`src/rtl/core/assert_macros.svh`:
```
// Assertion macros for the RTL files.
`ifndef ASSERT_MACROS_SVH
`define ASSERT_MACROS_SVH
`ifndef SYNTHESIS
// Same-cycle implication: whenever cond holds, expect holds too.
`define ASSERT_IMPLIES(label, clk, rst, cond, expect_c) \
   label: assert property (@(posedge clk) disable iff (rst) (cond) |-> (expect_c)) \
      else $error("assertion failed: label");
// Next-cycle implication: whenever cond holds, expect holds in the next cycle.
`define ASSERT_NEXT(label, clk, rst, cond, expect_c) \
   label: assert property (@(posedge clk) disable iff (rst) (cond) |=> (expect_c)) \
      else $error("assertion failed: label");
`else
`define ASSERT_IMPLIES(label, clk, rst, cond, expect_c)
`define ASSERT_NEXT(label, clk, rst, cond, expect_c)
`endif
`endif

```
`src/rtl/core/cigtrim_pkg.sv`:
```
`default_nettype none
package cigtrim_pkg;

   localparam int LENGTH_BITS_DEFAULT = 16;
   localparam int SYMBOL_BITS         = 8;
   localparam int READ_BITS           = 16;

   localparam logic [SYMBOL_BITS-1:0] CHAR_M    = 8'h4D;
   localparam logic [SYMBOL_BITS-1:0] CHAR_I    = 8'h49;
   localparam logic [SYMBOL_BITS-1:0] CHAR_D    = 8'h44;
   localparam logic [SYMBOL_BITS-1:0] CHAR_S    = 8'h53;
   localparam logic [SYMBOL_BITS-1:0] CHAR_H    = 8'h48;
   localparam logic [SYMBOL_BITS-1:0] CHAR_STAR = 8'h2A;
   localparam logic [SYMBOL_BITS-1:0] CHAR_ZERO = 8'h30;
   localparam logic [SYMBOL_BITS-1:0] CHAR_NINE = 8'h39;

   typedef struct packed {
      logic segment_ended;
      logic at_first_char;
      logic star_cigar;
   } cigtrim_flags_type;

   localparam cigtrim_flags_type FLAGS_RESET = '{
      segment_ended: 1'b0,
      at_first_char: 1'b1,
      star_cigar:    1'b0
   };

endpackage
`default_nettype wire

```
`src/rtl/core/cigar_aligned_segment_trim_unit.sv`:
```
`default_nettype none
// CIGAR aligned-segment trim. One CIGAR character is taken per beat, with the
// read length on every beat; the beat that carries last_char produces one
// result beat (changed, trim_start, new_length), and no other beat produces
// any. The block sustains one character per clock cycle: a character goes
// from the input register through the combinational decode and accumulate
// step into the string state, and a final character's result is written
// to the output register as that character leaves the input register. The
// rate is set by the state update; only a final character waiting behind a
// stalled result register holds up the input side. Counts are LENGTH_BITS
// wide and saturate.
`include "assert_macros.svh"
module cigar_aligned_segment_trim_unit #(
   parameter int LENGTH_BITS = cigtrim_pkg::LENGTH_BITS_DEFAULT
) (
   input  logic                                clock,
   input  logic                                reset,
   input  logic                                req_valid,
   output logic                                req_stall,
   input  logic [cigtrim_pkg::SYMBOL_BITS-1:0] req_symbol,
   input  logic                                req_last_char,
   input  logic [cigtrim_pkg::READ_BITS-1:0]   req_read_length,
   output logic                                rsp_valid,
   input  logic                                rsp_stall,
   output logic                                rsp_changed,
   output logic [cigtrim_pkg::READ_BITS-1:0]   rsp_trim_start,
   output logic [cigtrim_pkg::READ_BITS-1:0]   rsp_new_length
);
   import cigtrim_pkg::*;

   logic                   s1_valid_ff, s1_valid_in;
   logic [SYMBOL_BITS-1:0] s1_symbol_ff;
   logic                   s1_last_ff;
   logic [READ_BITS-1:0]   s1_read_ff;

   logic [LENGTH_BITS-1:0] digit_count_ff, digit_count_in;
   logic [LENGTH_BITS-1:0] aligned_ff, aligned_in;
   logic [LENGTH_BITS-1:0] skip_ff, skip_in;
   cigtrim_flags_type      flags_ff, flags_in;

   logic                   rsp_valid_ff, rsp_valid_in;
   logic                   rsp_changed_ff, rsp_changed_in;
   logic [READ_BITS-1:0]   rsp_trim_ff, rsp_trim_in;
   logic [READ_BITS-1:0]   rsp_length_ff, rsp_length_in;

   logic out_free;
   logic s1_move;
   logic req_take;

   // Non-final characters never wait on the result side.
   assign out_free  = !rsp_valid_ff || !rsp_stall;
   assign s1_move   = s1_valid_ff && (!s1_last_ff || out_free);
   assign req_stall = s1_valid_ff && !s1_move;
   assign req_take  = req_valid && !req_stall;

   cigtrim_step #(
      .LENGTH_BITS(LENGTH_BITS)
   ) u_step (
      .symbol              (s1_symbol_ff),
      .last_char           (s1_last_ff),
      .read_length         (s1_read_ff),
      .digit_count         (digit_count_ff),
      .aligned_length      (aligned_ff),
      .start_skip          (skip_ff),
      .flags               (flags_ff),
      .digit_count_next    (digit_count_in),
      .aligned_length_next (aligned_in),
      .start_skip_next     (skip_in),
      .flags_next          (flags_in),
      .changed             (rsp_changed_in),
      .trim_start          (rsp_trim_in),
      .new_length          (rsp_length_in)
   );

   always_comb begin
      s1_valid_in = s1_valid_ff;
      if (req_take) begin
         s1_valid_in = 1'b1;
      end else if (s1_move) begin
         s1_valid_in = 1'b0;
      end
   end

   always_comb begin
      rsp_valid_in = rsp_valid_ff;
      if (s1_move && s1_last_ff) begin
         rsp_valid_in = 1'b1;
      end else if (out_free) begin
         rsp_valid_in = 1'b0;
      end
   end

   always_ff @(posedge clock) begin
      if (reset) begin
         s1_valid_ff    <= 1'b0;
         rsp_valid_ff   <= 1'b0;
         digit_count_ff <= '0;
         aligned_ff     <= '0;
         skip_ff        <= '0;
         flags_ff       <= FLAGS_RESET;
      end else begin
         s1_valid_ff  <= s1_valid_in;
         rsp_valid_ff <= rsp_valid_in;
         if (s1_move) begin
            digit_count_ff <= digit_count_in;
            aligned_ff     <= aligned_in;
            skip_ff        <= skip_in;
            flags_ff       <= flags_in;
         end
      end
   end

   always_ff @(posedge clock) begin
      if (req_take) begin
         s1_symbol_ff <= req_symbol;
         s1_last_ff   <= req_last_char;
         s1_read_ff   <= req_read_length;
      end
      if (s1_move && s1_last_ff) begin
         rsp_changed_ff <= rsp_changed_in;
         rsp_trim_ff    <= rsp_trim_in;
         rsp_length_ff  <= rsp_length_in;
      end
   end

   assign rsp_valid      = rsp_valid_ff;
   assign rsp_changed    = rsp_changed_ff;
   assign rsp_trim_start = rsp_trim_ff;
   assign rsp_new_length = rsp_length_ff;

   `ASSERT_IMPLIES(a_nonfinal_flows, clock, reset, s1_valid_ff && !s1_last_ff, !req_stall)
   `ASSERT_IMPLIES(a_unchanged_no_trim, clock, reset, rsp_valid_ff && !rsp_changed_ff,
                   rsp_trim_ff == '0)
   `ASSERT_NEXT(a_final_restores, clock, reset, s1_move && s1_last_ff,
                flags_ff.at_first_char && (digit_count_ff == '0) && (aligned_ff == '0))

endmodule
`default_nettype wire

```
`src/rtl/core/cigtrim_step.sv`:
```
`default_nettype none
module cigtrim_step #(
   parameter int LENGTH_BITS = cigtrim_pkg::LENGTH_BITS_DEFAULT
) (
   input  logic [cigtrim_pkg::SYMBOL_BITS-1:0] symbol,
   input  logic                                last_char,
   input  logic [cigtrim_pkg::READ_BITS-1:0]   read_length,
   input  logic [LENGTH_BITS-1:0]              digit_count,
   input  logic [LENGTH_BITS-1:0]              aligned_length,
   input  logic [LENGTH_BITS-1:0]              start_skip,
   input  cigtrim_pkg::cigtrim_flags_type      flags,
   output logic [LENGTH_BITS-1:0]              digit_count_next,
   output logic [LENGTH_BITS-1:0]              aligned_length_next,
   output logic [LENGTH_BITS-1:0]              start_skip_next,
   output cigtrim_pkg::cigtrim_flags_type      flags_next,
   output logic                                changed,
   output logic [cigtrim_pkg::READ_BITS-1:0]   trim_start,
   output logic [cigtrim_pkg::READ_BITS-1:0]   new_length
);
   import cigtrim_pkg::*;

   localparam int CW = (LENGTH_BITS > READ_BITS) ? LENGTH_BITS : READ_BITS;
   localparam logic [LENGTH_BITS-1:0] CNT_MAX = {LENGTH_BITS{1'b1}};

   logic                     is_digit;
   logic [3:0]               digit_value;
   logic [LENGTH_BITS+3:0]   digit_product;
   logic [LENGTH_BITS-1:0]   digit_sat;
   logic [LENGTH_BITS:0]     aligned_sum;
   logic [LENGTH_BITS-1:0]   aligned_sat;
   logic [LENGTH_BITS:0]     skip_sum;
   logic [LENGTH_BITS-1:0]   skip_sat;
   logic [CW-1:0]            read_ext;
   logic [LENGTH_BITS-1:0]   read_clamped;
   logic [LENGTH_BITS-1:0]   dc_upd;
   logic [LENGTH_BITS-1:0]   al_upd;
   logic [LENGTH_BITS-1:0]   ss_upd;
   cigtrim_flags_type        fl_upd;

   assign is_digit    = (symbol >= CHAR_ZERO) && (symbol <= CHAR_NINE);
   assign digit_value = 4'(symbol - CHAR_ZERO);

   // Times ten as shift-and-add; the product fits four extra bits.
   assign digit_product = ({4'b0, digit_count} << 3) + ({4'b0, digit_count} << 1)
                          + (LENGTH_BITS+4)'(digit_value);
   assign digit_sat = (digit_product[LENGTH_BITS+3:LENGTH_BITS] != 4'b0)
                      ? CNT_MAX : digit_product[LENGTH_BITS-1:0];

   assign aligned_sum = {1'b0, aligned_length} + {1'b0, digit_count};
   assign aligned_sat = aligned_sum[LENGTH_BITS] ? CNT_MAX : aligned_sum[LENGTH_BITS-1:0];
   assign skip_sum    = {1'b0, start_skip} + {1'b0, digit_count};
   assign skip_sat    = skip_sum[LENGTH_BITS] ? CNT_MAX : skip_sum[LENGTH_BITS-1:0];

   assign read_ext     = CW'(read_length);
   assign read_clamped = (read_ext > CW'(CNT_MAX)) ? CNT_MAX : LENGTH_BITS'(read_ext);

   always_comb begin
      dc_upd = digit_count;
      al_upd = aligned_length;
      ss_upd = start_skip;
      fl_upd = flags;
      fl_upd.at_first_char = 1'b0;
      if (flags.at_first_char && (symbol == CHAR_STAR)) begin
         fl_upd.star_cigar = 1'b1;
      end else if (flags.star_cigar || flags.segment_ended) begin
         // Everything after a star or after the segment end is ignored.
      end else if (is_digit) begin
         dc_upd = digit_sat;
      end else begin
         dc_upd = '0;
         if (digit_count != '0) begin
            unique case (symbol)
               CHAR_M, CHAR_I: begin
                  al_upd = aligned_sat;
               end
               CHAR_D: begin
               end
               CHAR_S: begin
                  if (aligned_length != '0) begin
                     fl_upd.segment_ended = 1'b1;
                  end else begin
                     ss_upd = skip_sat;
                  end
               end
               CHAR_H: begin
                  if (aligned_length != '0) begin
                     fl_upd.segment_ended = 1'b1;
                  end
               end
               default: begin
                  ss_upd = '0;
                  al_upd = read_clamped;
               end
            endcase
         end
      end
   end

   always_comb begin
      changed = !fl_upd.star_cigar && (al_upd != '0) && (CW'(al_upd) != read_ext);
      if (changed) begin
         trim_start = READ_BITS'(CW'(ss_upd));
         new_length = READ_BITS'(CW'(al_upd));
      end else begin
         trim_start = '0;
         new_length = read_length;
      end
   end

   // The final character of a string returns the state to its reset values.
   assign digit_count_next    = last_char ? '0 : dc_upd;
   assign aligned_length_next = last_char ? '0 : al_upd;
   assign start_skip_next     = last_char ? '0 : ss_upd;
   assign flags_next          = last_char ? FLAGS_RESET : fl_upd;

endmodule
`default_nettype wire

```
`config.mk`:
```
export PLATFORM = sky130hd
export DESIGN_NAME = cigar_aligned_segment_trim_unit
export DESIGN_NICKNAME = d
export VERILOG_FILES = /design/src/rtl/core/cigtrim_pkg.sv /design/src/rtl/core/cigar_aligned_segment_trim_unit.sv /design/src/rtl/core/cigtrim_step.sv
export VERILOG_INCLUDE_DIRS = /design/src /design/src/rtl/core
export SDC_FILE = /design/constraint.sdc
export NUM_CORES = 1
export LEC_CHECK = 0
export BUFFER_PORTS_ARGS = -buffer_cell sky130_fd_sc_hd__buf_2
export CORE_MARGIN = 2
export CORE_UTILIZATION = 56
export DETAILED_ROUTE_END_ITERATION = 7
export PLACE_DENSITY = 0.8
export SLEW_MARGIN = 20
export SYNTH_ARGS = -nofsm -noshare
export SYNTH_HDL_FRONTEND = slang
export SYNTH_HIERARCHICAL = 1
export SYNTH_SLANG_ARGS = --single-unit
```
`constraint.sdc`:
```
create_clock -name clock -period 4.3 [get_ports clock]
set_input_delay 0.43 -clock clock [delete_from_list [all_inputs] [get_ports clock]]
set_output_delay 0.43 -clock clock [all_outputs]
set_load 0.01 [all_outputs]
```
==> summary.md <==
| Metric | Value |
|---|---|
| Worst-path maximum fanout | `16` |
| Violated checks | `DRC` |
| CTS root buffer | `clkbuf_16` |
| Hold-fix buffers at CTS | `0` |
| Slew Limit Fails | `0` |
| Core ar. | `15300 um^2` |
| Status | `complete, but fails checks` |
| First-pass GRT wire length | `~43000 um` |
| CTS tree | `done` |
| Sink Count | `between 100 and 150` |
| Net Sw Power | `approximately 600 uW` |
| Critical path arrival | `between 4 and 5 ns` |
| Final wirelength | `27600 um` |
| Starting density of the core | `a little under three fifths` |
| Worst-path clk slew | `0.08 ns` |
| Initial DRC count | `between 800 and 900` |
| Crit share post-route | `97.7%` |
| Die area | `16800 um^2` |
| Tmin final | `4.20 ns` |
| Max-cap check violation count | `0` |
| First drt pass iteration count | `8` |
| Area grow syn2layout | `15.8%` |
| Post-synthesis sequential area ratio | `31.8%` |
| Synth area leaders | `edfxtp_1 (20%), dfxtp_1 (12%), ha_1 (8.9%)` |
| Synth unique cells | `79` |
| Via count | `8493` |
| WHS | `around 0.23 ns` |
| Largest net degree at the start of global routing | `56` |
| Total global-route track usage | `33.4%` |
| CTS Buf Count | `9` |
| Chip height | `129 um` |
| Max VDD drop | `0.000271 V` |
| Cell Area, Synth | `approximately 8800 um^2` |
| Vias in the first global route | `7897` |
| Top cell type's share of synthesized area | `19.8%` |
| DP Wirelength | `20400 um` |
| Hold Crit Class | `input pin to flip-flop` |
| Syn Nets | `1091` |
| Post-Syn Area per Cell | `8.86 um^2` |
| Num rows | `45` |
| Chip width | `129 um` |
| Ant diodes | `0` |
| Power Density | `218 nW/um^2` |
| Dominant cell type by area after synthesis | `edfxtp_1` |
| Antenna violations before repair | `0` |
| Routed Antenna Nets | `0` |
| Layout cell share with drive strength beyond 1 | `18.3%` |
| Slew @ Worst Pin | `around 1.1 ns` |
| Comb pwr share | `about 8.5%` |
| Post-layout util | `66.6%` |
| Asr flop ratio synth | `0%` |
| Congestion Overflow GR | `0` |
| Top post-synthesis cells by count | `nor2_1 (124), nand2b_1 (103), ha_1 (63), mux2i_1 (62), edfxtp_1 (58)` |
| Routability Congestion | `1.03` |
| Clock Latency Late Sink | `0.37 ns` |
| Yosys warnings | `6` |
| Switching Fraction | `around a quarter` |
| Startpoint Class | `flip-flop` |
| H-tree Lvls | `3` |
| Overall power | `2.23 mW` |
| DR DRC count | `1` |
| Drt wl/cell | `20.9 um` |
| Number of synthesized flops with an enable pin | `58` |
| Crit Path Class | `flip-flop to flip-flop` |
| LEAKAGE | `4.14 nW` |
| Number of top-level pins | `64` |
| Final setup fails | `0` |
| Fmax | `238 MHz` |
| Number of vias per cell | `6.43` |
| Port Buf Inserts | `63` |
| FF+latch count, synth | `111` |
| Worst rel slew slack | `a little under 30%` |
| Part of the power in registers | `52.5%` |
| Critical Path End Type | `flip-flop` |
| Post-route setup TNS | `0 ns` |
| Count leader, synth | `nor2_1` |
| Clock Path Buffers | `2` |
| WP data required | `roughly 4.5 ns` |
| Top_reg_cell synth | `edfxtp_1` |
| Post-synthesis cell count | `995` |
| Final Hold Viols | `0` |
| Final net count | `1201` |
| Power share of the clock group | `39.1%` |
| Clock skew | `0.0102 ns` |
| Internal | `1.64 mW` |
## cells in the final DEF (no fill, tap or decap), types with 17 or more instances in the layout
cell / count
nor2_1: 122
nand2b_1: 103
edfxtp_1: 58
nand3_1: 17
inv_1: 34
dfxtp_1: 51
a21oi_1: 51
ha_1: 63
buf_4: 78
xnor2_1: 22
nand2_1: 46
a21o_1: 19
o21ai_0: 38
buf_2: 64
mux2i_1: 62
nor3_1: 18
## registers in the layout, indices dropped and copies added (netlist names), 3 cells and up
register,flops
rsp_trim_start,16
s1_read_ff,16
aligned_ff,16
flags_ff,3
digit_count_ff,16
rsp_new_length,16
skip_ff,16
s1_symbol_ff,8
## cell type report
cell class              instances  area, um^2
clock inverters                 7        78.8
multi-input cells             806        5790
inverters                      35         136
clock buffers                   9         225
flip-flops and latches        111        2810
well taps                     211         264
repair buffers                142         906
fillers                      1284        5110
## worst paths after layout
path,from,end,slack [ns],cells after the start
worst max-delay path,digit_count_ff[0],rsp_new_length[7],0.1,15
worst min-delay path,req_read_length[12],s1_read_ff[12],0.23,1
worst max register to register,digit_count_ff[0],rsp_new_length[7],0.1,15
worst min register to register,flags_ff[2],flags_ff[2],0.50,2
## repair_timing
item / 4_1_cts / 5_1_grt
resized for setup: 5 / 31
setup endpoints to repair: 21 / 47
cloned: 0 / 1
buffers inserted: 0 / 2
pin swaps: 0 / 7
## layer usage
layer,up-vias,wire length [um],track usage (%)
li1,3885,-,-
met1,4043,11900,45.4
met2,472,12000,51.1
met3,93,2650,9.17
met4,0,1050,12.1
met5,-,0,0
## worst max-delay path, stage by stage, from the launching register on
cell	delay, ns
dfxtp_1	0.36
ha_1	0.27
fa_2	0.40
a211oi_4	0.29
o21ai_2	0.12
a211oi_2	0.32
buf_4	0.20
a21o_1	0.18
a21oi_1	0.16
or4_1	0.47
o221ai_1	0.10
nor2_1	0.07
and4_1	0.21
a31o_4	0.26
inv_6	0.15
mux2i_1	0.39
## power by group through the flow
stage	sequential [mW]	combinational, mW	clock (mW)
2_1_floorplan	1.19	0.126	0
3_3_place_gp	1.19	0.181	0
3_5_place_dp	1.19	0.185	0
4_1_cts	1.17	0.186	0.881
5_1_grt	1.17	0.203	0.911
6_report	1.17	0.189	0.871
## logic make-up after synthesis
kind of cell | count (synthesis) | share of synthesized area, %
compound gates | 240 | 19.0
xor+xnor | 37 | 3.68
fa+ha+maj | 67 | 9.86
buf+inv | 78 | 4.30
flops | 111 | 31.8
mux | 71 | 8.28
simple gates | 391 | 23.1
## per-stage QoR
stage | setup slack (ns) | instances | area (um^2)
CTS | 0.0158 | 1318 | 10100
detailed placement | -0.0441 | 1302 | 9740
global route | -0.0159 | 1321 | 10200
finish | 0.0999 | 1321 | 10200
global placement | 0.112 | 1302 | 9730
floorplan | 0.149 | 995 | 8810
No activity file was read; power rests on OpenSTA's default activity.
